File: src/hw/rtl/skt_pkg.sv
// ----------------------------------------------------------------------------
// skt_pkg: shared types and codes of the sorted key table
// Request and result payloads, operation and status codes, cell commands.
// ----------------------------------------------------------------------------
package skt_pkg;

	localparam int CAPACITY_DEF = 256;
	localparam int KEY_W        = 64;

	localparam logic [2:0] OP_LOOKUP = 3'd0;
	localparam logic [2:0] OP_INSERT = 3'd1;
	localparam logic [2:0] OP_REMOVE = 3'd2;
	localparam logic [2:0] OP_READ   = 3'd3;
	localparam logic [2:0] OP_CLEAR  = 3'd4;
	localparam logic [2:0] OP_LOAD   = 3'd5;

	localparam logic [2:0] ST_OK   = 3'd0;
	localparam logic [2:0] ST_MISS = 3'd1;
	localparam logic [2:0] ST_DUP  = 3'd2;
	localparam logic [2:0] ST_FULL = 3'd3;
	localparam logic [2:0] ST_BAD  = 3'd4;

	typedef struct packed {
		logic [2:0]       opcode;
		logic [KEY_W-1:0] key;
		logic [7:0]       index;
	} req_t;

	typedef struct packed {
		logic [2:0]       status;
		logic [7:0]       position;
		logic [KEY_W-1:0] key_out;
		logic [8:0]       entry_total;
	} res_t;

	typedef enum logic [1:0] {
		CM_HOLD,
		CM_ROTATE,
		CM_INSERT,
		CM_REMOVE
	} cell_mode_t;

	typedef struct packed {
		cell_mode_t       mode;
		logic [KEY_W-1:0] new_key;
	} cell_cmd_t;

endpackage

File: src/hw/rtl/skt_cell.sv
// ----------------------------------------------------------------------------
// skt_cell: one slot of the key ring
// Holds one key and takes its neighbor's key when the ring rotates or shifts.
// ----------------------------------------------------------------------------
module skt_cell #(
	parameter int CAPACITY = skt_pkg::CAPACITY_DEF,
	parameter int INDEX    = 0,
	parameter int AW       = $clog2(CAPACITY)
) (
	input  logic                     clk,
	input  skt_pkg::cell_cmd_t       cmd,
	input  logic [AW-1:0]            pos,
	input  logic [skt_pkg::KEY_W-1:0] left_key,
	input  logic [skt_pkg::KEY_W-1:0] right_key,
	output logic [skt_pkg::KEY_W-1:0] key
);

	localparam logic [AW-1:0] MY_POS = AW'(INDEX);

	logic [skt_pkg::KEY_W-1:0] key_q;

	always_ff @(posedge clk) begin
		case (cmd.mode)
			skt_pkg::CM_ROTATE: begin
				key_q <= right_key;
			end
			skt_pkg::CM_INSERT: begin
				if (MY_POS == pos) begin
					key_q <= cmd.new_key;
				end else if (MY_POS > pos) begin
					key_q <= left_key;
				end
			end
			skt_pkg::CM_REMOVE: begin
				if (MY_POS >= pos) begin
					key_q <= right_key;
				end
			end
			default: begin
				key_q <= key_q;
			end
		endcase
	end

	assign key = key_q;

endmodule

File: config.mk
export PLATFORM = sky130hd
export DESIGN_NAME = skt_cell
export DESIGN_NICKNAME = d
export VERILOG_FILES = /design/src/hw/rtl/skt_pkg.sv /design/src/hw/rtl/skt_cell.sv
export SDC_FILE = /design/constraint.sdc
export NUM_CORES = 1
export LEC_CHECK = 0
export ABC_AREA = 1
export ABC_CLOCK_PERIOD_IN_PS = 4210
export BUFFER_PORTS_ARGS = -buffer_cell sky130_fd_sc_hd__buf_2
export CAP_MARGIN = 0
export CORE_ASPECT_RATIO = 2
export CORE_MARGIN = 5
export CORE_UTILIZATION = 43
export CTS_CLUSTER_SIZE = 16
export DETAILED_ROUTE_END_ITERATION = 6
export PLACE_DENSITY = 0.8
export SLEW_MARGIN = 20
export SYNTH_ARGS = -nofsm -noshare
export SYNTH_HDL_FRONTEND = slang
export SYNTH_SLANG_ARGS = --single-unit
File: constraint.sdc
create_clock -name clk -period 4.21 [get_ports clk]
set_clock_uncertainty 0.15 [all_clocks]
set_input_delay 0.2105 -clock clk [delete_from_list [all_inputs] [get_ports clk]]
set_output_delay 0.2105 -clock clk [all_outputs]
set_load 0.02 [all_outputs]
==> results_dict.tcl, run 1 <==
set metrics [dict create \
    status "finished, final reports clean" \
    largest_reg_flops 64 \
    post-route-period-util 0.443 \
    cts_max_level 3 \
    slew_headroom 0.340 \
    syn_to_final_growth_pct 35.4 \
    drt-pass1-iter-count 4 \
    post_cts_buffers 0 \
    setup_viol_count_final 0 \
    crit_arrival_ps 1680 \
    portBuffers 266 \
    die_area_um2 11900 \
    fp.dieW_um 79.8 \
    fin_util 0.589 \
    drc 0 \
    row_count 51 \
    peakVddDrop_v 0.000197 \
    ys_types 17 \
    syn_area_um2 4190 \
    cts_tree "done" \
    crit_fanout 33 \
    clkTransAtPathRegs_ps 50 \
    cp-start-kind "input pin" \
    start_util 0.435 \
    ios 267 \
    grt-ovfl-total 0 \
    vias 4307 \
    slew_viol_final 0 \
    grt_pass1_vias 4389 \
    finalPower_mw 1.75 \
    fp.dieH_um 150 \
    clockBufferDepth 2 \
    crit_type "input pin to flip-flop" \
    timing.hold.worst.class "input pin to flip-flop" \
    ant_nets 0 \
    gp_congestion 0.924 \
    synth_top_area_frac 0.458 \
    gr-usage-all-layers 0.229 \
    synth.avg_cell_area_um2 8.49 \
    setup_tns_ps 0 \
    powerDensity_nw_per_um2 308 \
    viasPerCell 4.90 \
    grt_pass1_wl_um 21000 \
    hold_viol 0 \
    fin_nets 946 \
    syn-num-nets 697 \
    yosysTopAreaCell "edfxtp_1" \
    cts_root_buf "clkbuf_16" \
    grt_max_degree 65 \
    cap_violations 0 \
    drive_gt1_frac 0.452 \
    placed_cell_area_um2 5420 \
    yosysSeqAreaShare 0.458 \
    power.leakage_nw 2.85 \
    drt-initial-drc-count 210 \
    cts.sinks 64 \
    yosys_register_bits 64 \
    drt-total-wl_um 13700 \
    grt_setup_unrepaired "false" \
    fin_area_um2 5680 \
    dpl.hpwl_um 10100 \
    cp-end-kind "flip-flop" \
    critPathRequiredTime_ps 4030 \
    wl_per_cell_um 15.6 \
    antenna_found_initial 0 \
    cts_buffers 9 \
    synthesis.instances 494 \
    max_freq_mhz 537 \
    synthTopCellsByArea "edfxtp_1 46%, nand2_1 13%, o21bai_1 11%" \
    fp.coreArea_um2 9640 \
    fin_crit_ps 1860 \
    worstMarginPinSlew_ps 986 \
    yosysWarningCount 0 \
]
-- final timing paths --
| kind | start | endpoint | slack (ps) | depth (start not counted) |
|---|---|---|---|---|
| worst max-delay path | cmd[64] | key[36]$_DFFE_PP_ | 2350 | 4 |
| worst min-delay path | right_key[53] | key[53]$_DFFE_PP_ | 10 | 3 |
-- through the flow --
step                      cells  worst slack (ps)  hold WS (ps)
after global placement      863              2030           337
after floorplan             494               458           246
after CTS                   878              2300          2.95
after global routing        878              2190          6.79
final                       879              2350          11.8
after detailed placement    863              1950           335
-- synthesized netlist by cell type --
cell	instances
buf_4	2
clkbuf_1	5
nand2_1	146
nor2_4	1
buf_6	12
nand2_2	50
nor2_1	2
o21bai_1	64
edfxtp_1	64
nor2_2	2
inv_1	65
nand3_1	64
buf_1	7
o21ai_1	1
inv_2	1
buf_12	6
buf_2	2
-- routing by layer --
metal | global-route usage | vias to the layer above | part of all wire
met4 | 0.139 | 0 | 0.049
met5 | 0 | - | 0
met1 | 0.256 | 1982 | 0.35
met3 | 0.0596 | 43 | 0.074
met2 | 0.385 | 204 | 0.52
li1 | - | 2078 | -
-- critical path, stage by stage --
cell and delay [ps]:
buf_2 70, inv_1 70, o21ai_4 780, buf_4 520
-- cells by family after synthesis --
kind of cell | after synthesis | share of synthesized area
buffers and inverters | 100 | 0.137
DFF | 64 | 0.458
AOI/OAI and AO/OA | 65 | 0.116
and+or+nand+nor | 265 | 0.289
-- final cells by class --
type | instances | area, µm²
antenna | 1 | 2.50
clock buffer | 11 | 233
clock inverter | 3 | 11.3
fill | 864 | 3960
inverter | 66 | 249
multi-input combinational | 330 | 1710
sequential | 64 | 1920
tap | 132 | 165
timing repair buffer | 272 | 1380
-- cells in the final DEF (no fill, tap or decap), types with 3 or more instances in the layout --
| master | Yosys | final |
|---|---|---|
| buf_4 | 2 | 5 |
| nand3_1 | 64 | 64 |
| o21bai_1 | 64 | 64 |
| buf_2 | 2 | 266 |
| nand2_2 | 50 | 52 |
| clkbuf_16 | 0 | 9 |
| inv_1 | 65 | 65 |
| clkinv_1 | 0 | 3 |
| edfxtp_1 | 64 | 64 |
| nand2_1 | 146 | 144 |
-- power breakdown --
part           internal [mW]  leakage, nW  switching, mW  total [mW]
clock network          0.385        0.118          0.234       0.618
registers              0.763        0.592         0.0139       0.777
logic                  0.148         2.14          0.207       0.355
total                   1.30         2.85          0.454        1.75
-- repair_timing --
| action | CTS | global route |
|---|---|---|
| hold buffers | 1 | 0 |
| endpoints found under the hold margin | 1 | 0 |
| resized for setup | 0 | 0 |
Note: power is estimated with default switching activity, not from simulation.
==> inputs of run 2 (changes only) <==
--- a/config.mk
+++ b/config.mk
@@ -6,15 +6,15 @@
 export NUM_CORES = 1
 export LEC_CHECK = 0
 export ABC_AREA = 1
-export ABC_CLOCK_PERIOD_IN_PS = 4210
+export ABC_CLOCK_PERIOD_IN_PS = 1500
 export BUFFER_PORTS_ARGS = -buffer_cell sky130_fd_sc_hd__buf_2
 export CAP_MARGIN = 0
 export CORE_ASPECT_RATIO = 2
 export CORE_MARGIN = 5
-export CORE_UTILIZATION = 43
+export CORE_UTILIZATION = 39
 export CTS_CLUSTER_SIZE = 16
 export DETAILED_ROUTE_END_ITERATION = 6
-export PLACE_DENSITY = 0.8
+export PLACE_DENSITY = 0.76
 export SLEW_MARGIN = 20
 export SYNTH_ARGS = -nofsm -noshare
 export SYNTH_HDL_FRONTEND = slang
==> constraint.sdc (replaced) <==
create_clock -name clk -period 1.5 [get_ports clk]
set_clock_uncertainty 0.15 [all_clocks]
set_input_delay 0.075 -clock clk [delete_from_list [all_inputs] [get_ports clk]]
set_output_delay 0.075 -clock clk [all_outputs]
set_load 0.02 [all_outputs]
==> run 2 against run 1 <==
Net effect: final area rose by 34%; global-route usage rose by 4.3 points; final cell count rose by 20%; critical path depth rose by 4; largest cell class is now non-clock buffers; sequential share of layout area fell by 8.6 points; highest routed layer unchanged.
==> results_dict.tcl, run 2 (synthesis results as in run 1) <==
set metrics [dict create \
    cp-start-kind "input pin" \
    clockBufferDepth 2 \
    mostFrequentLayoutCell "buf_2" \
    status "finished, final reports clean" \
    clkTransAtPathRegs_ps 60 \
    slew_viol_final 0 \
    row_count 53 \
    portBuffers 266 \
    grt_pass1_wl_um 27900 \
    setup_viol_count_final 0 \
    timing.hold.worst.class "input pin to flip-flop" \
    hold_viol 0 \
    wl_per_cell_um 16.9 \
    viasPerCell 4.92 \
    cp_num_buf_inv 2 \
    cp-end-kind "flip-flop" \
    power.switching_mw 1.43 \
    largest_reg_flops 64 \
    place_inst 879 \
    ant_nets 0 \
    power.leakage_nw 3.67 \
    clkPwrFrac 0.372 \
    grt-ovfl-total 0 \
    crit_slowest_cell "buf_12" \
    cts.sinks 64 \
    power.share.sequential 0.380 \
    cts_root_buf "clkbuf_16" \
    cts_buffers 9 \
    fp.dieH_um 157 \
    drt-total-wl_um 18000 \
    cap_violations 0 \
    fillers 693 \
    p_int_mw 4.29 \
    drive_gt1_frac 0.384 \
    finalPower_mw 5.72 \
    cts_tree "done" \
    grt_setup_unrepaired "false" \
    hold_buffers 163 \
    swShare 0.251 \
    post-route-period-util 0.831 \
    critical_path.startpoint "pos[5]" \
    gr-usage-all-layers 0.273 \
    die_area_um2 13000 \
    comb_power_share 0.249 \
    dpl.hpwl_um 10500 \
    cp_slowest_stage_delay_ps 240 \
    peakVddDrop_v 0.000538 \
    path_cells "buf_2, nor2_4, nand2_2, nor2_4, buf_12, nand2_2, nand3_1, nand2_1" \
    fp.coreArea_um2 10500 \
    critPathRequiredTime_ps 1410 \
    grt_pass1_vias 5469 \
    drt-pass1-iter-count 5 \
    stdcell_count 1059 \
    fin_crit_ps 1250 \
    crit_family "simple AND/OR/NAND/NOR gates" \
    powerDensity_nw_per_um2 753 \
    vias 5207 \
    fp.dieW_um 83.3 \
    post_cts_buffers 0 \
    max_freq_mhz 802 \
    slew_headroom 0.810 \
    antenna_found_initial 1 \
    start_util 0.398 \
    crit_type "input pin to flip-flop" \
    crit_arrival_ps 1160 \
    ctsResizeCount 0 \
    drt-initial-drc-count 265 \
    place_ws_ps 1.23 \
    cts_max_level 3 \
    setup_slack_ps 253 \
    fin_nets 1119 \
    syn_to_final_growth_pct 81.3 \
    worstMarginPinSlew_ps 284 \
    grt_max_degree 43 \
    gp_congestion 0.905 \
    worstHoldStart "cmd[40]" \
    ios 267 \
    crit_fanout 29 \
    drc 0 \
    final_cell_mix "266 x buf_2, 163 x dlygate4sd3_1, 143 x nand2_1" \
]
[run 2: cell count changes in the layout (fill, tap and decap cells not counted), sizes merged]
| cell | change |
|---|---|
| inv | +1 |
| diode | +1 |
| buf | +11 |
| clkbuf | -2 |
| bufinv | +2 |
| dlygate4sd3 | +162 |
[run 2: cell type report]
cell class              count  area [µm²]  area share
inverters                  66         248      0.0326
repair buffers            445        3220       0.424
clock buffers               9         225      0.0296
clock inverters             6        75.1     0.00987
flip-flops and latches     64        1920       0.253
multi-input cells         330        1740       0.228
well taps                 137         171      0.0225
diodes                      2        5.00    0.000658
[run 2: per-layer routing]
metal | part of all wire | up-vias | global-route usage
li1 | - | 2425 | -
met2 | 0.52 | 310 | 0.466
met1 | 0.34 | 2367 | 0.288
met4 | 0.075 | 0 | 0.203
met5 | 0 | - | 0
met3 | 0.071 | 105 | 0.0669
[run 2: final timing paths]
kind / to / slack (ps) / cells past startpoint
min: key[40]$_DFFE_PP_ / 10 / 5
max: key[15]$_DFFE_PP_ / 250 / 8
[run 2: per-stage QoR]
stage          instance area (µm²)   util  setup TNS, ps  hold slack, ps
2_1_floorplan                 4230      -         -16430             111
3_3_place_gp                  5670  0.537              0             197
3_5_place_dp                  5670  0.537              0             200
4_1_cts                       7600  0.721              0          0.0258
5_1_grt                       7600  0.721              0            19.1
6_report                      7600  0.721              0            9.79
[run 2: power by group through the flow]
| stage | Combinational (mW) | Clock, mW | Sequential [mW] |
|---|---|---|---|
| finish | 1.42 | 2.13 | 2.17 |
| global route | 1.53 | 2.25 | 2.18 |
| CTS | 1.38 | 2.18 | 2.17 |
| detailed placement | 1.04 | 0 | 2.21 |
| global placement | 1.03 | 0 | 2.20 |
| floorplan | 0.360 | 0 | 2.39 |
==> inputs of run 3 (changes only) <==
--- a/config.mk
+++ b/config.mk
@@ -6,15 +6,15 @@
 export NUM_CORES = 1
 export LEC_CHECK = 0
 export ABC_AREA = 1
-export ABC_CLOCK_PERIOD_IN_PS = 1500
+export ABC_CLOCK_PERIOD_IN_PS = 1200
 export BUFFER_PORTS_ARGS = -buffer_cell sky130_fd_sc_hd__buf_2
 export CAP_MARGIN = 0
 export CORE_ASPECT_RATIO = 2
 export CORE_MARGIN = 5
-export CORE_UTILIZATION = 39
+export CORE_UTILIZATION = 43
 export CTS_CLUSTER_SIZE = 16
 export DETAILED_ROUTE_END_ITERATION = 6
-export PLACE_DENSITY = 0.76
+export PLACE_DENSITY = 0.8
 export SLEW_MARGIN = 20
 export SYNTH_ARGS = -nofsm -noshare
 export SYNTH_HDL_FRONTEND = slang
==> constraint.sdc (replaced) <==
create_clock -name clk -period 1.2 [get_ports clk]
set_clock_uncertainty 0.15 [all_clocks]
set_input_delay 0.06 -clock clk [delete_from_list [all_inputs] [get_ports clk]]
set_output_delay 0.06 -clock clk [all_outputs]
set_load 0.02 [all_outputs]
==> run 3 against run 2 <==
Net effect: non-clock buffer count rose by 16; sequential share of layout area fell by 0.39 points; core utilization rose by 8.0 points; sequential cell count did not move; highest routed layer unchanged.
==> results_dict.tcl, run 3 (synthesis results as in run 1) <==
set metrics [dict create \
    status "finished, final reports clean" \
    wl_per_cell_um 18.6 \
    power.leakage_nw 3.73 \
    antenna_found_initial 2 \
    peakVddDrop_v 0.000730 \
    drt-pass1-iter-count 5 \
    mostFrequentLayoutCell "buf_2" \
    row_count 51 \
    setup_tns_ps 0 \
    crit_arrival_ps 1100 \
    stdcell_count 1074 \
    fp.dieH_um 150 \
    cts_max_level 3 \
    grt-ovfl-total 0 \
    max_freq_mhz 844 \
    syn_to_final_growth_pct 84.2 \
    cp_slowest_stage_delay_ps 200 \
    dpl.hpwl_um 10900 \
    cts_tree "done" \
    whs_path_depth 5 \
    slew_viol_final 0 \
    powerDensity_nw_per_um2 892 \
    fp.dieW_um 79.8 \
    cts_root_buf "clkbuf_16" \
    grt_pass1_wl_um 29900 \
    hold_viol 0 \
    ios 267 \
    gp_congestion 0.881 \
    crit_type "input pin to flip-flop" \
    drt-total-wl_um 19900 \
    portBuffers 266 \
    post-route-period-util 0.988 \
    cp-start-kind "input pin" \
    cts_buffers 9 \
    finalPower_mw 6.89 \
    crit_fanout 26 \
    slew_headroom 0.751 \
    final_cell_mix "266 x buf_2, 170 x dlygate4sd3_1, 143 x nand2_1" \
    fin_nets 1135 \
    path_cells "buf_2, nor2_4, nand2_2, nor2_4, buf_4, buf_12, nand2_2, nand3_1, nand2_1" \
    crit_family "simple AND/OR/NAND/NOR gates" \
    gr-usage-all-layers 0.330 \
    cap_violations 0 \
    cts.sinks 64 \
    clkTransAtPathRegs_ps 50 \
    grt_max_degree 35 \
    drc 0 \
    fp.coreArea_um2 9640 \
    ant_nets 0 \
    worstSetupPathDepth 9 \
    setup_viol_count_final 0 \
    grt_pass1_vias 5941 \
    crit_slowest_cell "buf_12" \
    fillers 520 \
    die_area_um2 11900 \
    cp-end-kind "flip-flop" \
    largest_reg_flops 64 \
    drt-initial-drc-count 400 \
    grt_setup_unrepaired "true" \
    cp_num_buf_inv 3 \
    viasPerCell 5.20 \
    drive_gt1_frac 0.392 \
    place_inst 878 \
    vias 5584 \
    clockBufferDepth 2 \
    fin_util 0.801 \
    critPathRequiredTime_ps 1120 \
    fin_crit_ps 1190 \
    multi_input_area_um2 1740 \
    regArea_um2 1920 \
    worstMarginPinSlew_ps 373 \
    timing.hold.worst.class "input pin to flip-flop" \
    start_util 0.435 \
]
==> run 3: cell count changes in the layout (fill, tap and decap cells not counted), sizes merged, moves of 2 or more <==
cell	delta
buf	+8
bufinv	-2
clkinvlp	+2
diode	+3
dlygate4sd3	+7
==> run 3: cell type report <==
class,count,area share
Sequential cell,64,0.249
Antenna cell,5,0.00162
Inverter,66,0.0321
Clock buffer,9,0.0292
Timing Repair Buffer,461,0.436
Clock inverter,7,0.00502
Multi-Input combinational cell,330,0.225
Tap cell,132,0.0214
==> run 3: per-stage QoR <==
stage,setup WS (ps),cell area (µm²),hold WS [ps]
4_1_cts,42.5,7640,0.269
6_report,14.7,7720,6.93
3_5_place_dp,-269,5680,187
2_1_floorplan,-542,4230,95.9
3_3_place_gp,-258,5680,183
5_1_grt,-37.6,7710,8.95
==> run 3: final timing paths <==
path | start | end
worst max-delay path | pos[5] | key[34]$_DFFE_PP_
worst min-delay path | cmd[37] | key[37]$_DFFE_PP_
==> run 3: per-layer routing <==
layer,vias up,global-route usage,wire [µm]
met5,-,0,0
met4,0,0.257,1740
met1,2452,0.350,6260
met2,495,0.550,10100
li1,2465,-,-
met3,172,0.0795,1870
==> run 3: report_power, final <==
group	internal, mW	total, mW	switching [mW]	leakage, nW
clock network	1.37	2.31	0.938	0.128
registers	2.67	2.72	0.0512	0.592
logic	0.940	1.85	0.912	3.01
total	4.99	6.89	1.90	3.73
==> run 3: repair_timing <==
item / CTS / global route
hold buffers: 170 / 0
endpoints found under the hold margin: 64 / 0
gates resized for setup: 0 / 3
endpoints found under the setup margin: 0 / 9
buffers inserted: 0 / 4
