`src/hw/rtl/skt_pkg.sv`:
```
// ----------------------------------------------------------------------------
// skt_pkg: shared types and codes of the sorted key table
// Request and result payloads, operation and status codes, cell commands.
// ----------------------------------------------------------------------------
package skt_pkg;

	localparam int CAPACITY_DEF = 256;
	localparam int KEY_W        = 64;

	localparam logic [2:0] OP_LOOKUP = 3'd0;
	localparam logic [2:0] OP_INSERT = 3'd1;
	localparam logic [2:0] OP_REMOVE = 3'd2;
	localparam logic [2:0] OP_READ   = 3'd3;
	localparam logic [2:0] OP_CLEAR  = 3'd4;
	localparam logic [2:0] OP_LOAD   = 3'd5;

	localparam logic [2:0] ST_OK   = 3'd0;
	localparam logic [2:0] ST_MISS = 3'd1;
	localparam logic [2:0] ST_DUP  = 3'd2;
	localparam logic [2:0] ST_FULL = 3'd3;
	localparam logic [2:0] ST_BAD  = 3'd4;

	typedef struct packed {
		logic [2:0]       opcode;
		logic [KEY_W-1:0] key;
		logic [7:0]       index;
	} req_t;

	typedef struct packed {
		logic [2:0]       status;
		logic [7:0]       position;
		logic [KEY_W-1:0] key_out;
		logic [8:0]       entry_total;
	} res_t;

	typedef enum logic [1:0] {
		CM_HOLD,
		CM_ROTATE,
		CM_INSERT,
		CM_REMOVE
	} cell_mode_t;

	typedef struct packed {
		cell_mode_t       mode;
		logic [KEY_W-1:0] new_key;
	} cell_cmd_t;

endpackage

```
`src/hw/rtl/skt_ctrl.sv`:
```
// ----------------------------------------------------------------------------
// skt_ctrl: sequencer of the sorted key table
// Scans the rotating ring, replays the binary search and drives the shifts.
// ----------------------------------------------------------------------------
module skt_ctrl #(
	parameter int CAPACITY = skt_pkg::CAPACITY_DEF,
	parameter int AW       = $clog2(CAPACITY)
) (
	input  logic                      clk,
	input  logic                      arst_n,
	input  logic                      req_valid,
	output logic                      req_ready,
	input  skt_pkg::req_t             req,
	output logic                      res_valid,
	input  logic                      res_ready,
	output skt_pkg::res_t             res,
	input  logic [skt_pkg::KEY_W-1:0] head_key,
	output skt_pkg::cell_cmd_t        cmd,
	output logic [AW-1:0]             cmd_pos
);

	localparam int CW = $clog2(CAPACITY + 1);
	localparam int RW = (CW > 8) ? CW : 8;
	localparam logic [CW-1:0] CAP_C  = CW'(CAPACITY);
	localparam logic [CW-1:0] LAST_C = CW'(CAPACITY - 1);

	typedef enum logic [2:0] {
		S_IDLE,
		S_SCAN,
		S_EVAL,
		S_SEARCH,
		S_SHIFT,
		S_RESP
	} state_t;

	state_t                    state_q;
	logic [2:0]                op_q;
	logic [skt_pkg::KEY_W-1:0] key_q;
	logic [7:0]                idx_q;
	logic [CW-1:0]             count_q;
	logic [CW-1:0]             scan_q;
	logic [CW-1:0]             lt_q;
	logic [CW-1:0]             le_q;
	logic [CW-1:0]             lo_q;
	logic [CW-1:0]             hi_q;
	logic [AW-1:0]             pos_q;
	logic [skt_pkg::KEY_W-1:0] rkey_q;
	logic [2:0]                status_q;
	skt_pkg::res_t             res_q;
	logic                      res_valid_q;
	logic [CW-1:0]             mid;
	logic                      zero_key;
	logic                      in_range;

	assign mid      = lo_q + ((hi_q - lo_q) >> 1);
	assign zero_key = (req.key == '0);
	assign in_range = RW'(req.index) < RW'(count_q);

	assign req_ready = (state_q == S_IDLE);
	assign res_valid = res_valid_q;
	assign res       = res_q;

	always_comb begin
		cmd.new_key = key_q;
		cmd_pos     = pos_q;
		case (state_q)
			S_SCAN: begin
				cmd.mode = skt_pkg::CM_ROTATE;
			end
			S_SHIFT: begin
				cmd.mode = (op_q == skt_pkg::OP_REMOVE) ? skt_pkg::CM_REMOVE
					: skt_pkg::CM_INSERT;
			end
			default: begin
				cmd.mode = skt_pkg::CM_HOLD;
			end
		endcase
	end

	always_ff @(posedge clk or negedge arst_n) begin
		if (!arst_n) begin
			state_q     <= S_IDLE;
			count_q     <= '0;
			res_valid_q <= 1'b0;
		end else begin
			if (res_valid_q && res_ready && (state_q != S_RESP)) begin
				res_valid_q <= 1'b0;
			end
			case (state_q)
				S_IDLE: begin
					if (req_valid) begin
						op_q   <= req.opcode;
						key_q  <= req.key;
						idx_q  <= req.index;
						scan_q <= '0;
						lt_q   <= '0;
						le_q   <= '0;
						pos_q  <= '0;
						rkey_q <= '0;
						case (req.opcode)
							skt_pkg::OP_LOOKUP, skt_pkg::OP_REMOVE: begin
								if (zero_key) begin
									status_q <= skt_pkg::ST_BAD;
									state_q  <= S_RESP;
								end else begin
									status_q <= skt_pkg::ST_OK;
									state_q  <= S_SCAN;
								end
							end
							skt_pkg::OP_INSERT, skt_pkg::OP_LOAD: begin
								if (zero_key) begin
									status_q <= skt_pkg::ST_BAD;
									state_q  <= S_RESP;
								end else if (count_q >= CAP_C) begin
									status_q <= skt_pkg::ST_FULL;
									state_q  <= S_RESP;
								end else begin
									status_q <= skt_pkg::ST_OK;
									state_q  <= S_SCAN;
								end
							end
							skt_pkg::OP_READ: begin
								if (in_range) begin
									status_q <= skt_pkg::ST_OK;
									state_q  <= S_SCAN;
								end else begin
									status_q <= skt_pkg::ST_MISS;
									state_q  <= S_RESP;
								end
							end
							skt_pkg::OP_CLEAR: begin
								count_q  <= '0;
								status_q <= skt_pkg::ST_OK;
								state_q  <= S_RESP;
							end
							default: begin
								status_q <= skt_pkg::ST_MISS;
								state_q  <= S_RESP;
							end
						endcase
					end
				end
				S_SCAN: begin
					if (scan_q < count_q) begin
						if (head_key < key_q) begin
							lt_q <= lt_q + 1'b1;
						end
						if (head_key <= key_q) begin
							le_q <= le_q + 1'b1;
						end
					end
					if (RW'(scan_q) == RW'(idx_q)) begin
						rkey_q <= head_key;
					end
					scan_q <= scan_q + 1'b1;
					if (scan_q == LAST_C) begin
						state_q <= S_EVAL;
					end
				end
				S_EVAL: begin
					lo_q <= '0;
					hi_q <= count_q;
					case (op_q)
						skt_pkg::OP_LOOKUP, skt_pkg::OP_REMOVE: begin
							rkey_q  <= '0;
							state_q <= S_SEARCH;
						end
						skt_pkg::OP_INSERT: begin
							if (le_q > lt_q) begin
								status_q <= skt_pkg::ST_DUP;
								rkey_q   <= '0;
								state_q  <= S_RESP;
							end else begin
								pos_q   <= AW'(lt_q);
								rkey_q  <= key_q;
								state_q <= S_SHIFT;
							end
						end
						skt_pkg::OP_LOAD: begin
							pos_q   <= AW'(le_q);
							rkey_q  <= key_q;
							state_q <= S_SHIFT;
						end
						default: begin
							pos_q   <= AW'(idx_q);
							state_q <= S_RESP;
						end
					endcase
				end
				S_SEARCH: begin
					if (lo_q >= hi_q) begin
						status_q <= skt_pkg::ST_MISS;
						state_q  <= S_RESP;
					end else if (mid < lt_q) begin
						lo_q <= mid + 1'b1;
					end else if (mid >= le_q) begin
						hi_q <= mid;
					end else begin
						pos_q   <= AW'(mid);
						rkey_q  <= key_q;
						state_q <= (op_q == skt_pkg::OP_REMOVE) ? S_SHIFT : S_RESP;
					end
				end
				S_SHIFT: begin
					if (op_q == skt_pkg::OP_REMOVE) begin
						count_q <= count_q - 1'b1;
					end else begin
						count_q <= count_q + 1'b1;
					end
					state_q <= S_RESP;
				end
				S_RESP: begin
					if (!res_valid_q || res_ready) begin
						res_q.status      <= status_q;
						res_q.position    <= (status_q == skt_pkg::ST_OK) ? 8'(pos_q) : 8'd0;
						res_q.key_out     <= rkey_q;
						res_q.entry_total <= 9'(count_q);
						res_valid_q       <= 1'b1;
						state_q           <= S_IDLE;
					end
				end
				default: begin
					state_q <= S_IDLE;
				end
			endcase
		end
	end

`ifndef SYNTHESIS
	a_count_bound: assert property (@(posedge clk) disable iff (!arst_n)
		count_q <= CAP_C)
		else $error("entry count above capacity");

	a_scan_holds_count: assert property (@(posedge clk) disable iff (!arst_n)
		state_q == S_SCAN |=> $stable(count_q))
		else $error("entry count changed during scan");

	a_search_bounds: assert property (@(posedge clk) disable iff (!arst_n)
		state_q == S_SEARCH |-> (lt_q <= le_q) && (le_q <= count_q) && (lo_q <= hi_q))
		else $error("search bounds inconsistent");

	a_shift_room: assert property (@(posedge clk) disable iff (!arst_n)
		(state_q == S_SHIFT) && (op_q != skt_pkg::OP_REMOVE) |-> count_q < CAP_C)
		else $error("insert shift into a full table");
`endif

endmodule

```
`config.mk`:
```
export PLATFORM = sky130hd
export DESIGN_NAME = skt_ctrl
export DESIGN_NICKNAME = d
export VERILOG_FILES = /design/src/hw/rtl/skt_pkg.sv /design/src/hw/rtl/skt_ctrl.sv
export SDC_FILE = /design/constraint.sdc
export NUM_CORES = 1
export LEC_CHECK = 0
export BUFFER_PORTS_ARGS = -buffer_cell sky130_fd_sc_hd__clkbuf_2
export CORE_ASPECT_RATIO = 1.5
export CORE_UTILIZATION = 57
export CTS_BUF_LIST = sky130_fd_sc_hd__clkbuf_8
export CTS_CLUSTER_SIZE = 25
export DETAILED_ROUTE_END_ITERATION = 7
export PLACE_DENSITY_LB_ADDON = 0.12
export SETUP_SLACK_MARGIN = 0.05
export SLEW_MARGIN = 20
export SYNTH_ARGS = -nofsm -noshare
export SYNTH_HDL_FRONTEND = slang
export SYNTH_SLANG_ARGS = --single-unit
```
`constraint.sdc`:
```
create_clock -name clk -period 10.3 [get_ports clk]
set_input_delay 1.545 -clock clk [delete_from_list [all_inputs] [get_ports clk]]
set_output_delay 1.545 -clock clk [all_outputs]
set_load 0.05 [all_outputs]
```
==> flow_metrics.env, run 1 <==
export IMPL_status="finished, final reports clean"
export IMPL_grt_overflow=0
export IMPL_syn_avg_cell_area_sq_um=12.6
export IMPL_finalCritPeriodShare_pct=57.8
export IMPL_ys_flop_type="edfxtp_1"
export IMPL_hold_viol_final=0
export IMPL_critical_path_max_fanout=64
export IMPL_synth_area_sq_um=14900
export IMPL_rows=72
export IMPL_regArea_sq_um=8700
export IMPL_synth_edf_count=279
export IMPL_switching_share_pct=36.4
export IMPL_post_cts_setup_buffer_count=0
export IMPL_crit_type="reg2reg"
export IMPL_seqPwrFrac_pct=45.7
export IMPL_p_leak_nw=7.57
export IMPL_multi_input_area_sq_um=5580
export IMPL_cts_made_buffers=44
export IMPL_die_area_sq_um=26800
export IMPL_holdPathStages=0
export IMPL_root_buffer="clkbuf_8"
export IMPL_wire_per_inst_um=20.7
export IMPL_drt_antenna_violating_nets=0
export IMPL_core_sq_um=25800
export IMPL_cts_repair_resize_count=0
export IMPL_rr_worst_depth=23
export IMPL_power_density_nw_per_um2=221
export IMPL_ioPinCount=303
export IMPL_ff2ff_setup_slack_ps=4350
export IMPL_hold_buffers=0
export IMPL_die_w_um=134
export IMPL_relSlewSlack_pct=25.8
export IMPL_syn_num_nets=1468
export IMPL_synth_seq_cells=292
export IMPL_pre_cts_ws_ps=4430
export IMPL_timing_rr_end="rkey_q[10]$_DFFE_PP_"
export IMPL_timing_final_crit_period_ps=5950
export IMPL_rsz0062_at_grt="false"
export IMPL_cp_end_kind="flip-flop"
export IMPL_drv_slew=0
export IMPL_setup_tns_ps=0
export IMPL_power_net_switching_mw=1.41
export IMPL_antenna_found_initial=1
export IMPL_worstMarginPinSlew_ps=1110
export IMPL_hold_path_class="reg2reg"
export IMPL_clock_path_buffers=3
export IMPL_synth_cells=1186
export IMPL_gp_congestion=0.931
export IMPL_synthArstFlopShare_pct=4.45
export IMPL_peakVddDrop_mv=0.141
export IMPL_dr_pass1_iters=7
export IMPL_setup_viol=0
export IMPL_grt_usage_pct=29.1
export IMPL_required_ps=10480
export IMPL_dp_hpwl_um=30100
export IMPL_ys_seq_area_share_pct=58.4
export IMPL_p_int_mw=2.46
export IMPL_io_buffers=302
export IMPL_fill_cells=2026
export IMPL_vias_per_cell=5.68
export IMPL_routed_wl_um=38800
export IMPL_vias=10700
export IMPL_r2r_start="lo_q[1]$_SDFFCE_PN0P_"
export IMPL_min_delay_start="rkey_q[3]$_DFFE_PP_"
export IMPL_htreeDepth=2
export IMPL_insertion_delay_ps=580
export IMPL_mostFrequentLayoutCells="clkbuf_2, edfxtp_1, ha_1"
export IMPL_hold_end="res[12]$_DFFE_PP_"
export IMPL_total_power_mw=3.87
export IMPL_die_h_um=200
export IMPL_yosysWarnings=0
export IMPL_drive_gt1_share_pct=24.7
export IMPL_grt_pass1_wl_um=57800
export IMPL_pwr_share_comb_pct=31.6
export IMPL_area_growth_pct=17.4
export IMPL_cts_tree="done"
export IMPL_max_freq_mhz=168
export IMPL_drt_iter0_markers=626
export IMPL_final_common_cell="clkbuf_2"
export IMPL_drc=0
export IMPL_nets=1792
export IMPL_skew_ps=26.4
export IMPL_cp_start_kind="flip-flop"
export IMPL_pwr_share_clk_pct=22.7
export IMPL_clkTransAtPathRegs_ps=70
export IMPL_grt_max_degree=76
export IMPL_final_setup_worst_slack_ps=4350
export IMPL_cts_sinks=292
export IMPL_maxCapViolations=0
export IMPL_synth_cell_types=64
export IMPL_critPathArrivalTime_ps=6130
export IMPL_grt_pass1_vias=10900
export IMPL_start_util_pct=57.9
-- worst max-delay path by stage --
stage	start	end	slack (ps)	depth (start not counted)
floorplan	lo_q[1]$_SDFFCE_PN0P_	rkey_q[0]$_DFFE_PP_	1140	22
global placement	lo_q[0]$_SDFFCE_PN0P_	rkey_q[18]$_DFFE_PP_	4670	23
detailed placement	lo_q[1]$_SDFFCE_PN0P_	cmd_pos[4]$_DFFE_PP_	4430	22
CTS	lo_q[1]$_SDFFCE_PN0P_	cmd_pos[6]$_DFFE_PP_	4380	22
global route	lo_q[1]$_SDFFCE_PN0P_	rkey_q[27]$_DFFE_PP_	3920	23
finish	lo_q[1]$_SDFFCE_PN0P_	rkey_q[10]$_DFFE_PP_	4350	23
-- stage by stage --
step           instances  hold WS [ps]  area (sq um)  util (%)
4_1_cts             1873           399         17500      67.9
3_3_place_gp        1797           401         16700      64.8
3_5_place_dp        1797           405         16700      64.8
6_report            1875           397         17500      67.9
2_1_floorplan       1186           400         14900         -
5_1_grt             1874           401         17500      67.9
-- Yosys cell counts, types with 14 or more instances --
master    instances  share of area (%)
nor3_1           14               0.47
nand4_1          17               0.71
edfxtp_1        279                 56
nand3_1          22               0.74
ha_1            136                 11
o21ai_0          35                1.2
clkbuf_1         18               0.45
nor2_1           86                2.2
inv_1           113                2.8
and2_1           14               0.59
xnor2_1          28                1.6
a21oi_1          65                2.2
a211oi_1         17               0.86
xor2_1           22                1.3
nand2_1          59                1.5
a22o_1           65                3.8
a21o_1           21                1.1
nor4_1           22               0.92
-- sequential cells by signal, indices dropped and copies added (netlist names), 9 cells and up --
signal / count
le_q: 9
count_q: 9
scan_q: 9
lo_q: 9
key_q: 64
lt_q: 9
hi_q: 9
rkey_q: 64
res: 84
-- critical path, stage by stage, from the launching register on --
cell,delay [ps]
edfxtp_1,460
inv_1,70
ha_1,300
nor2b_1,150
o31a_1,280
o21ai_1,130
nand2b_1,100
a21o_1,190
a21oi_1,170
xnor2_1,110
ha_1,330
nand2_1,60
o21ai_0,140
a21bo_2,240
xnor2_1,520
ha_1,350
nand2_1,100
nor3_1,60
o31ai_1,90
o211ai_1,190
nor3b_1,260
o221ai_1,240
a211oi_4,240
buf_4,690
-- final cells by class --
| cell class | instances | share of cell area [%] |
|---|---|---|
| flip-flops and latches | 292 | 49.7 |
| multi-input cells | 748 | 31.9 |
| repair buffers | 310 | 8.98 |
| clock buffers | 50 | 3.93 |
| inverters | 114 | 2.44 |
| well taps | 333 | 2.38 |
| clock inverters | 26 | 0.622 |
| diodes | 2 | 0.0286 |
-- kinds of logic (layout without fill, tap and decap cells) --
| family | count (synthesis) | count (layout) | share of synthesized area [%] |
|---|---|---|---|
| flip-flops | 292 | 292 | 58.4 |
| AND/OR/NAND/NOR | 290 | 290 | 9.70 |
| AO/OA/AOI/OAI | 261 | 261 | 12.2 |
| buffers and inverters | 146 | 500 | 4.43 |
| adder cells (fa/ha/maj) | 139 | 139 | 11.8 |
| XOR/XNOR | 50 | 50 | 2.94 |
| multiplexers | 8 | 8 | 0.537 |
| other | 0 | 2 | 0 |
-- power groups by stage --
| stage | registers (mW) | clock network [mW] | logic [mW] |
|---|---|---|---|
| global route | 1.79 | 0.944 | 1.35 |
| detailed placement | 1.79 | 0 | 1.22 |
| finish | 1.77 | 0.879 | 1.22 |
| global placement | 1.79 | 0 | 1.20 |
| CTS | 1.77 | 0.896 | 1.23 |
| floorplan | 1.95 | 0 | 0.705 |
-- per-layer routing --
metal,global-route usage (%),vias to the layer above,routed length (um)
met1,29.1,5079,13400
met3,6.72,103,2410
li1,-,5092,-
met5,0,-,0
met4,17.2,0,2150
met2,54.7,378,20800
Note: power is estimated with default switching activity, not from simulation.
==> run 2: changes to the inputs <==
==> constraint.sdc (replaced) <==
create_clock -name clk -period 6 [get_ports clk]
set_input_delay 0.9 -clock clk [delete_from_list [all_inputs] [get_ports clk]]
set_output_delay 0.9 -clock clk [all_outputs]
set_load 0.05 [all_outputs]
==> run 2 against run 1 <==
  * Maximum frequency is 8.0% higher
  * Sequential power up 71%
  * Flip-flop and latch count stayed put
  * Utilization grew 0.44 points
  * Worst hold slack got worse by 94 ps
  * Critical endpoint is now rkey_q[17]$_DFFE_PP_
  * Clock power increased by 80%
  * Routed wire length increased by 2.8%
  * Global-route usage is 0.80 points higher
  * Highest routed layer unchanged
  * Critical path depth shrank 3
  * Combinational power is 75% higher
==> flow_metrics.env, run 2 (synthesis results as in run 1) <==
export IMPL_ioPinCount=303
export IMPL_n_antenna_cell=0
export IMPL_hold_path_class="in2async"
export IMPL_hold_buffers=0
export IMPL_p_leak_nw=7.60
export IMPL_grt_pass1_vias=10900
export IMPL_drive_gt1_share_pct=25.8
export IMPL_final_common_cell="clkbuf_2"
export IMPL_dr_pass1_iters=5
export IMPL_final_util_pct=68.4
export IMPL_area_growth_pct=18.2
export IMPL_grt_overflow=0
export IMPL_cts_repair_resize_count=0
export IMPL_die_h_um=200
export IMPL_worstMarginPinSlew_ps=1180
export IMPL_vias_per_cell=5.72
export IMPL_drc=0
export IMPL_cts_tree="done"
export IMPL_power_density_nw_per_um2=383
export IMPL_grt_usage_pct=29.9
export IMPL_dp_hpwl_um=31600
export IMPL_setup_viol=0
export IMPL_root_buffer="clkbuf_8"
export IMPL_drv_slew=0
export IMPL_antenna_found_initial=0
export IMPL_wire_per_inst_um=21.2
export IMPL_max_freq_mhz=181
export IMPL_relSlewSlack_pct=20.7
export IMPL_fill_cells=1979
export IMPL_gp_congestion=0.957
export IMPL_drt_antenna_violating_nets=0
export IMPL_die_area_sq_um=26800
export IMPL_timing_final_crit_period_ps=5510
export IMPL_skew_ps=26.0
export IMPL_core_sq_um=25800
export IMPL_status="finished, final reports clean"
export IMPL_largest_reg_flops=84
export IMPL_nets=1799
export IMPL_finalCritPeriodShare_pct=91.9
export IMPL_critPathArrivalTime_ps=5740
export IMPL_hold_viol_final=0
export IMPL_cp_start_kind="flip-flop"
export IMPL_place_area_sq_um=16800
export IMPL_final_area_sq_um=17600
export IMPL_maxCapViolations=0
export IMPL_cts_sinks=292
export IMPL_setup_tns_ps=0
export IMPL_peakVddDrop_mv=0.243
export IMPL_post_cts_setup_buffer_count=0
export IMPL_grt_pass1_wl_um=59200
export IMPL_cts_made_buffers=44
export IMPL_rows=72
export IMPL_clkTransAtPathRegs_ps=70
export IMPL_drt_iter0_markers=680
export IMPL_mostFrequentLayoutCells="clkbuf_2, edfxtp_1, ha_1"
export IMPL_crit_type="reg2reg"
export IMPL_grt_max_degree=74
export IMPL_htreeDepth=2
export IMPL_io_buffers=302
export IMPL_insertion_delay_ps=580
export IMPL_cp_end_kind="flip-flop"
export IMPL_rsz0062_at_grt="false"
export IMPL_routed_wl_um=39900
export IMPL_start_util_pct=57.9
export IMPL_clock_path_buffers=3
export IMPL_die_w_um=134
export IMPL_critical_path_max_fanout=53
export IMPL_vias=10800
export IMPL_required_ps=6230
-- run 2: changes by cell type in the layout (fill, tap and decap cells not counted), sizes merged --
cell,change
buf,+7
bufinv,+2
clkbuf,-5
clkinv,+18
clkinvlp,+2
diode,-2
inv,-12
-- run 2: where the power goes --
part | total [mW] | internal, mW | switching, mW
sequential | 3.03 | 2.77 | 0.267
clock | 1.58 | 0.794 | 0.781
combinational | 2.14 | 0.711 | 1.43
-- run 2: final cells by class --
| type | count | area [sq um] | share of cell area (%) |
|---|---|---|---|
| tap | 333 | 417 | 2.36 |
| inverter | 114 | 428 | 2.43 |
| timing repair buffer | 317 | 1640 | 9.29 |
| clock buffer | 45 | 619 | 3.52 |
| multi-input combinational | 748 | 5600 | 31.8 |
| clock inverter | 36 | 218 | 1.24 |
| sequential | 292 | 8700 | 49.4 |
-- run 2: path summary, 6_finish.rpt --
check / from / end / slack, ps / cells after the start
min in group clk: rkey_q[48]$_DFFE_PP_ / res[57]$_DFFE_PP_ / 400 / 0
max in group asynchronous: arst_n / count_q[2]$_DFFE_PN0P_ / 5330 / 1
hold / removal: arst_n / count_q[6]$_DFFE_PN0P_ / 300 / 1
setup reg to reg: lo_q[0]$_SDFFCE_PN0P_ / rkey_q[17]$_DFFE_PP_ / 490 / 20
setup / recovery: lo_q[0]$_SDFFCE_PN0P_ / rkey_q[17]$_DFFE_PP_ / 490 / 20
hold reg to reg: rkey_q[48]$_DFFE_PP_ / res[57]$_DFFE_PP_ / 400 / 0
-- run 2: per-layer routing --
metal  vias up  track usage [%]  wire length, um
met1      5185             30.6            13800
met2       389             56.9            21800
met4         0             16.4             1920
met5         -                0                0
met3        87             5.76             2340
li1       5112                -                -
-- run 2: metrics by stage --
step                instances  power [mW]  setup slack (ps)  hold WS, ps
CTS                      1885        6.79               567          290
global route             1885        7.10               139          302
floorplan                1186        4.55              65.0          400
global placement         1804        5.16               734          401
finish                   1885        6.75               488          303
detailed placement       1804        5.22               604          405
-- run 2: critical path, stage by stage, from the launching register on --
cell	delay (ps)
edfxtp_1	400
ha_1	250
fa_1	410
nor2b_1	150
o21ai_0	100
nand2b_1	110
nand2_1	110
nand2b_1	100
a21oi_1	80
xnor2_1	140
ha_1	410
and2_1	210
a311oi_1	300
xnor2_1	270
ha_1	400
nand3_1	90
o31ai_1	530
nor3b_1	300
o221ai_2	160
a211oi_4	300
buf_12	310
==> run 3: changes to the inputs <==
--- a/config.mk
+++ b/config.mk
@@ -11,7 +11,7 @@
 export CTS_BUF_LIST = sky130_fd_sc_hd__clkbuf_8
 export CTS_CLUSTER_SIZE = 25
 export DETAILED_ROUTE_END_ITERATION = 7
-export PLACE_DENSITY_LB_ADDON = 0.12
+export PLACE_DENSITY = 0.83
 export SETUP_SLACK_MARGIN = 0.05
 export SLEW_MARGIN = 20
 export SYNTH_ARGS = -nofsm -noshare
==> run 3 against run 2 <==
  * Cell area fell by 0.39%
  * Global-route usage shrank 0.25 points
  * Highest routed layer unchanged
  * Critical endpoint is now rkey_q[18]$_DFFE_PP_
  * Routed wire length down 1.0%
==> flow_metrics.env, run 3 (synthesis results as in run 1) <==
export IMPL_rr_worst_depth=21
export IMPL_hold_viol_final=0
export IMPL_finalCritPeriodShare_pct=90.1
export IMPL_die_h_um=200
export IMPL_die_w_um=134
export IMPL_mostFrequentLayoutCells="clkbuf_2, edfxtp_1, ha_1"
export IMPL_setup_tns_ps=0
export IMPL_drt_antenna_violating_nets=0
export IMPL_worstSetupStartpoint="lo_q[1]$_SDFFCE_PN0P_"
export IMPL_power_net_switching_mw=2.45
export IMPL_cts_repair_resize_count=0
export IMPL_gp_congestion=0.927
export IMPL_wire_per_inst_um=21.1
export IMPL_ioPinCount=303
export IMPL_grt_usage_pct=29.7
export IMPL_path_cells="inv_1, ha_1, nor2b_1, o31a_1, o21ai_1, nand2b_1, a21o_1, a21oi_2, xnor2_1, ha_1, or3_1, o21ai_0, a21oi_1, xnor2_1, ha_1, nand2_1, o31ai_1, nor3b_1, o221ai_2, a211oi_4, buf_12"
export IMPL_maxCapViolations=0
export IMPL_path_depth=21
export IMPL_cp_start_kind="flip-flop"
export IMPL_drive_gt1_share_pct=25.1
export IMPL_skew_ps=23.9
export IMPL_worstMarginPinSlew_ps=1160
export IMPL_crit_path_max_incr_delay_ps=480
export IMPL_max_freq_mhz=185
export IMPL_nets=1790
export IMPL_post_cts_setup_buffer_count=0
export IMPL_dp_hpwl_um=30700
export IMPL_die_area_sq_um=26800
export IMPL_cts_tree="done"
export IMPL_pwr_share_clk_pct=23.5
export IMPL_vias=10900
export IMPL_total_power_mw=6.76
export IMPL_p_int_mw=4.32
export IMPL_cts_sinks=292
export IMPL_cts_made_buffers=43
export IMPL_critPathArrivalTime_ps=5630
export IMPL_switching_share_pct=36.2
export IMPL_setup_viol=0
export IMPL_htreeDepth=2
export IMPL_seqPwrFrac_pct=44.9
export IMPL_peakVddDrop_mv=0.298
export IMPL_rows=72
export IMPL_grt_max_degree=73
export IMPL_clkTransAtPathRegs_ps=70
export IMPL_timing_hold_ws_ps=299
export IMPL_cp_end_kind="flip-flop"
export IMPL_path_delay_family="compound AO/OA/AOI/OAI gates"
export IMPL_grt_pass1_vias=11300
export IMPL_grt_pass1_wl_um=59500
export IMPL_hold_buffers=0
export IMPL_vias_per_cell=5.84
export IMPL_p_leak_nw=7.59
export IMPL_grt_overflow=0
export IMPL_drt_iter0_markers=736
export IMPL_drv_slew=0
export IMPL_core_sq_um=25800
export IMPL_io_buffers=302
export IMPL_largest_reg_flops=84
export IMPL_n_antenna_cell=0
export IMPL_crit_buf_inv=2
export IMPL_hold_path_class="in2async"
export IMPL_root_buffer="clkbuf_8"
export IMPL_final_common_cell="clkbuf_2"
export IMPL_antenna_found_initial=0
export IMPL_routed_wl_um=39500
export IMPL_status="finished, final reports clean"
export IMPL_required_ps=6220
export IMPL_dr_pass1_iters=5
export IMPL_area_growth_pct=17.7
export IMPL_path_common_cell="ha_1"
export IMPL_relSlewSlack_pct=21.6
export IMPL_insertion_delay_ps=560
export IMPL_timing_final_crit_period_ps=5410
export IMPL_r2r_start="lo_q[1]$_SDFFCE_PN0P_"
export IMPL_power_density_nw_per_um2=385
export IMPL_drc=0
export IMPL_critPathSlowestCell="o31ai_1"
export IMPL_start_util_pct=57.9
export IMPL_crit_type="reg2reg"
export IMPL_pwr_share_comb_pct=31.6
export IMPL_critical_path_max_fanout=64
export IMPL_clock_path_buffers=3
export IMPL_rsz0062_at_grt="false"
==> run 3: cell types whose count changed in the layout (fill, tap and decap cells not counted) <==
cell,change
inv_1,+9
clkinv_1,-8
bufinv_16,+1
nor2b_2,+1
clkbuf_8,+1
inv_6,+1
clkinv_2,-9
buf_4,-8
nor2b_1,-1
clkinvlp_4,-3
==> run 3: path summary, 6_finish.rpt <==
| kind | to | slack, ps |
|---|---|---|
| max | rkey_q[18]$_DFFE_PP_ | 590 |
| min | count_q[6]$_DFFE_PN0P_ | 300 |
| max reg2reg | rkey_q[18]$_DFFE_PP_ | 590 |
| min reg2reg | res[47]$_DFFE_PP_ | 410 |
| max in group asynchronous | state_q[0]$_DFFE_PN0P_ | 5330 |
| min in group clk | res[47]$_DFFE_PP_ | 410 |
==> run 3: layout make-up <==
| type | instances | area (sq um) |
|---|---|---|
| Sequential cell | 292 | 8700 |
| Tap cell | 333 | 417 |
| Fill cell | 1850 | 8220 |
| Clock buffer | 46 | 633 |
| Inverter | 114 | 428 |
| Timing Repair Buffer | 309 | 1580 |
| Multi-Input combinational cell | 748 | 5600 |
| Clock inverter | 27 | 193 |
==> run 3: stage by stage <==
step | instance area (sq um) | std cells | util, % | worst slack (ps)
after global routing | 17500 | 1869 | 68.1 | 263
after detailed placement | 16700 | 1796 | 64.9 | 626
after global placement | 16700 | 1796 | 64.9 | 781
after CTS | 17500 | 1869 | 68.1 | 594
final | 17500 | 1869 | 68.1 | 593
after floorplan | 14900 | 1186 | - | 65.0
==> run 3: metal layers <==
layer,vias up,track usage (%),wire [um]
met5,-,0,0
met4,0,18.4,2460
met3,129,6.82,2820
met2,469,55.8,21000
met1,5218,29.2,13200
li1,5097,-,-
==> run 3: power by group through the flow <==
stage | Sequential [mW] | Clock, mW | Combinational [mW]
2_1_floorplan | 3.33 | 0 | 1.22
3_3_place_gp | 3.06 | 0 | 2.06
3_5_place_dp | 3.07 | 0 | 2.12
4_1_cts | 3.03 | 1.61 | 2.13
5_1_grt | 3.07 | 1.69 | 2.33
6_report | 3.03 | 1.59 | 2.14
==> run 3: worst register-to-register path: cells and delay by family (launching register included) <==
kind            cells  cell delay [ps]
fa+ha+maj           3              810
simple gates        5              910
flops               1              450
xor+xnor            2              600
buf+inv             2              420
compound gates      9             1830
